File: src/rtl/mpta_pkg.sv
// shared types and codes for the pulse time aligner
`default_nettype none
package mpta_pkg;
    localparam logic [2:0] ST_OK      = 3'd0;
    localparam logic [2:0] ST_DROP    = 3'd1;
    localparam logic [2:0] ST_INVALID = 3'd2;
    localparam logic [2:0] ST_MEMBER  = 3'd3;
    localparam logic [2:0] ST_NONE    = 3'd4;
    localparam logic [1:0] REG_TIMEOUT = 2'd0;
    localparam logic [1:0] REG_MAX     = 2'd1;
    localparam logic [1:0] REG_ENABLE  = 2'd2;
    localparam logic [31:0] CNT_MAX = 32'hFFFF_FFFF;
    typedef logic [31:0] count_t;
endpackage
`default_nettype wire

File: src/rtl/mpta_counter.sv
// saturating event counter
`default_nettype none
module mpta_counter (
    input  wire logic           clk,
    input  wire logic           rst_n,
    input  wire logic           inc,
    output mpta_pkg::count_t    value
);
    import mpta_pkg::*;
    count_t cnt_reg;
    always_ff @(posedge clk or negedge rst_n)
    begin
        if (!rst_n)
        begin
            cnt_reg <= '0;
        end
        else if (inc && cnt_reg != CNT_MAX)
        begin
            cnt_reg <= cnt_reg + 32'd1;
        end
    end
    assign value = cnt_reg;
endmodule
`default_nettype wire

File: config.mk
export PLATFORM = sky130hd
export DESIGN_NAME = mpta_counter
export DESIGN_NICKNAME = d
export VERILOG_FILES = /design/src/rtl/mpta_pkg.sv /design/src/rtl/mpta_counter.sv
export SDC_FILE = /design/constraint.sdc
export NUM_CORES = 1
export LEC_CHECK = 0
export BUFFER_PORTS_ARGS = -buffer_cell sky130_fd_sc_hd__buf_2
export CORE_MARGIN = 1.5
export CORE_UTILIZATION = 53
export CTS_CLUSTER_SIZE = 12
export DETAILED_ROUTE_END_ITERATION = 6
export GPL_ROUTABILITY_DRIVEN = 0
export PLACE_DENSITY = 0.78
export SLEW_MARGIN = 5
export SYNTH_ARGS = -nofsm -noshare
export SYNTH_HDL_FRONTEND = slang
export SYNTH_SLANG_ARGS = --single-unit
File: constraint.sdc
create_clock -name clk -period 2.8 [get_ports clk]
set_clock_uncertainty 0.1 [all_clocks]
set_input_delay 0.14 -clock clk [delete_from_list [all_inputs] [get_ports clk]]
set_output_delay 0.14 -clock clk [all_outputs]
set_load 0.02 [all_outputs]
Word-level counts from Yosys, hierarchy flattened. Cells that the tools add are included.

Bits in registers: 32. Latch bits: 0. Bits in writable memories: 0. Bits in read-only memories: 0. Input bits: 3. Output and inout bits: 32. Logic and storage cells: 4. Memories: 0.

Add/sub/neg operators: 1. $mul: 0. Divide/modulo/power cells: 0. Order comparisons: 0. Eq/ne operators: 1. Shift operators: 0. Muxes and demuxes: 0. Bitwise logic cells: 0. Reductions and logical operators: 1.

Operator list (count): adder 32 x 1 -> 32 bit, second input constant (1); != test 32 bit, second input constant (1); logical AND 1 bit (1).

Depth between registers and ports, before layout.
Word-level depth: 2. Mapped depth: 6. Depth with buffers taken out: 5.

Worst setup path after synthesis. Ideal clock, no wire load.

Path type: register to register. Start: register cnt_reg[23] (netlist: value[23]). End: register cnt_reg[1] (netlist: value[1]). Setup time: 128 ps. Data arrival time: 1881 ps. Data required time: 2572 ps. Path slack: 692 ps. Stages on the path, launching flop included: 6. Buffers on the path: 0. Period minus slack after synthesis: 2108 ps. Cell sequence: dfrtp_1 -> nand4_1 -> nor4_4 -> nand2_2 -> o31ai_4 -> mux2_1.

Word-level cells in the longest chain between the ends: 2.

RTL lines: start, declared (RTL line mpta_counter.sv:10) `count_t cnt_reg;`; start signal, assigned (RTL line mpta_counter.sv:19) `cnt_reg <= cnt_reg + 32'd1;`; != test 32 bit (RTL line mpta_counter.sv:17) `else if (inc && cnt_reg != CNT_MAX)`; logical AND 1 bit (RTL line mpta_counter.sv:17).

Every way passes these cells. A chain may end at the register's enable or synchronous reset.

Final worst setup path.
Start: register cnt_reg[4] (netlist: value[4]). End: register cnt_reg[25] (netlist: value[25]).

Word-level cells in the longest chain between the ends: 2. Elaborated cells between the ends (all ways): 3. Classes of those cells: add/sub (1); eq/ne (1); reduce/logical (1).

RTL lines: parallel branches: the longest is 2 deep, another holds adder 32 x 1 -> 32 bit.

Several ways; the timed one is not identified.

==> flow_summary_export.csv <==
group,metric,value,unit
run_status,outcome,"finished clean",
clocking,numCtsBuffers,5,
timing,max-slew-margin-rel,52.4,%
grt,grt-ovfl-total,0,
grt,antenna_found_initial,0,
detailed_routing,drt_first_iter_violations,46,
yosys,synth_area_leaders,"dfrtp_1 49%, xnor2_1 13%, nand4_1 5.8%",
worst_hold_path,min-delay-start,"inc",
yosys,ys_warn_count,0,
layout,fin_nets,195,
timing,setup_viol,0,
layout,fin_util,66.3,%
yosys,synth-seq-cells,32,
yosys,avgSynthCellArea,10.8,sq um
timing,clock.fmax,411,MHz
detailed_routing,avgViaCountPerCell,6.16,
clocking,cts_sinks,32,
layout,fillers,235,
worst_hold_path,worstHoldEndpoint,"value[0]",
yosys,syn_area,0.00162,sq mm
layout,num_antenna_cells,0,
grt,grt_max_degree,33,
critical_path,worstRegToRegCells,5,
yosys,async_flop_share,100,%
critical_path,cp.arrival,2580,ps
critical_path,start_kind,"register",
detailed_routing,drc,0,
layout,drive_gt1_share,26.7,%
grt,track_usage,24.2,%
timing,finalHoldViolCount,0,
layout,area_growth,15.4,%
timing,rsz0062_at_grt,"false",
critical_path,regToRegSetupSlack,370,ps
detailed_routing,wl,3.65,mm
yosys,synth_ff_type,"dfrtp_1",
floorplan,fp.dieH,58.4,microns
worst_hold_path,hp-class,"input port to register",
timing,period_share,87.0,%
placement,placedCellCount,214,
yosys,ys_types,30,
yosys,synth_fp_nets,155,
worst_hold_path,whs_path_depth,3,
grt,grt_pass1_vias,1292,
critical_path,crit_path_cell_trace,"nand3_2 > nor4_1 > nand4_1 > nand4_1 > xnor2_1",
placement,place_area,0.00182,sq mm
layout,instances_no_fill,222,
floorplan,ios,35,
detailed_routing,ant_nets,0,
clocking,root_buffer,"clkbuf_4",
clocking,cts_setup_buffers,0,
detailed_routing,first_pass_iters,5,
yosys,synth_top_area_share,49.3,%
run,drv_cap,0,
power_and_ir_drop,ir_worst_vdd,0.000257,V
placement,port_buffers,34,
critical_path,cpMostUsedCell,"nand4_1",
power_and_ir_drop,powerDensity,577,mW/mm^2
clocking,cts.clk_slew.worst_paths,100,ps
timing,finalMaxSlewViolations,0,
timing,fin_hold_ws,52.8,ps
timing,setup-tns-final,0,ps
floorplan,die_area,0.00341,sq mm
floorplan,rows,19,
clocking,cts_tree,"built",
floorplan,core_area,0.00283,sq mm
grt,grt_pass1_wl,6.19,mm
floorplan,die_w,58.4,microns
critical_path,critPathMaxStageDelay,610,ps
layout,finalInstanceArea,0.00187,sq mm
yosys,yosysSeqAreaShare,49.3,%
clocking,h-tree-depth,2,
yosys,synth_edf_count,0,
detailed_routing,wire_per_inst,16.5,microns
power_and_ir_drop,p_leak,0.874,nW
clocking,clockBufferDepth,2,
clocking,insertion_delay,330,ps
critical_path,reg2reg_to,"value[25]",
yosys,yosysTopAreaCell,"dfrtp_1",
floorplan,start_util,57.4,%
critical_path,critical_path_class,"register to register",
critical_path,worstSetupEndpointType,"register",
timing,worstMarginPinSlew,714,ps
critical_path,crit_path_top_delay_cell,"nor4_1",
critical_path,crit_path_max_fanout,13,
detailed_routing,vias,1367,
placement,hpwlAfterDp,2.61,mm
critical_path,regToRegStartpoint,"value[4]",
critical_path,worstPathRequired,2950,ps
yosys,postSynthCellCount,151,
timing,fin_crit,2430,ps
layout,largest_reg_flops,32,
-- how the worst max path moves through the flow --
stage	startpoint	to	slack, ps	cells after the start
floorplan	value[23]	value[1]	690	5
global placement	value[4]	value[25]	530	5
detailed placement	value[4]	value[12]	400	5
CTS	value[4]	value[25]	380	5
global route	value[4]	value[25]	160	5
finish	value[4]	value[25]	370	5
-- metal layers --
metal	global-route usage (%)	vias up	share of wire (%)	wire (microns)
li1	-	627	-	-
met4	11.0	0	1.2	42
met3	4.84	4	3.7	134
met5	0	-	0	0
met2	35.0	45	47	1710
met1	35.1	691	48	1760
-- synth_stat cells, types with 2 or more instances --
cell       n
a21oi_1    2
and3_1     2
nand2_1   16
nor3_2     2
nand3_1   15
and4_1     4
nor3_1     3
dfrtp_1   32
nor4_1     3
or4_4      2
o211ai_1   2
xor2_1     5
nor2_1     9
nand4_1   15
xnor2_1   24
-- metrics by stage --
step	setup slack, ps	power [mW]
floorplan	692	0.748
global placement	532	0.829
detailed placement	404	0.847
CTS	382	1.09
global route	156	1.15
finish	365	1.08
-- layout by cell type, fill, tap and decap left out --
cell type	count
nor2_1	9
nand4_2	1
o211ai_1	2
nand3_1	15
clkbuf_1	1
buf_2	34
nor3_2	2
mux2_2	1
a31oi_1	1
nand4_1	15
nor4_1	3
xor2_1	5
nand3_2	1
nand3b_1	1
clkbuf_4	5
nor4_4	1
dfrtp_1	32
nor4_2	1
inv_1	1
ha_1	1
nand2_1	16
or4_4	2
and3_1	2
o31ai_4	1
nor3_1	3
nor2b_1	1
dlygate4sd3_1	1
xnor2_1	24
and4_1	4
mux2_1	1
a21oi_1	2
nand2_2	1
clkinv_2	1
-- area by class of cell --
type                       instances  area [sq um]  area share [%]
timing repair buffer              35           180            9.61
inverter                           1          3.75           0.200
clock inverter                     1          5.00           0.267
tap                               31          38.8            2.07
sequential                        32           801            42.7
multi-input combinational        116           805            42.9
clock buffer                       6          41.3            2.20
-- critical path, delay by kind of cell (launching register included) --
kind | cells | cell delay (ps)
flops | 1 | 440
xor+xnor | 1 | 140
simple gates | 4 | 1680
-- repair_timing --
action | 4_1_cts | 5_1_grt
resized for setup | 0 | 0
setup endpoints to repair | 0 | 0
endpoints found under the hold margin | 32 | 0
hold buffers | 1 | 0
-- where the power goes --
| part | internal (mW) | switching (mW) | total (mW) |
|---|---|---|---|
| registers | 0.512 | 0.0737 | 0.586 |
| logic | 0.0942 | 0.158 | 0.252 |
| clock network | 0.0924 | 0.151 | 0.243 |
| total | 0.699 | 0.382 | 1.08 |
-- cell families after synthesis --
group / count (synthesis) / share of synthesized area, %
XOR/XNOR: 29 / 15.6
flip-flops: 32 / 49.3
adder cells (fa/ha/maj): 1 / 0.770
buffers and inverters: 3 / 1.16
AO/OA/AOI/OAI: 6 / 3.24
AND/OR/NAND/NOR: 78 / 28.5
multiplexers: 2 / 1.39
Note: power is estimated with default switching activity, not from simulation.
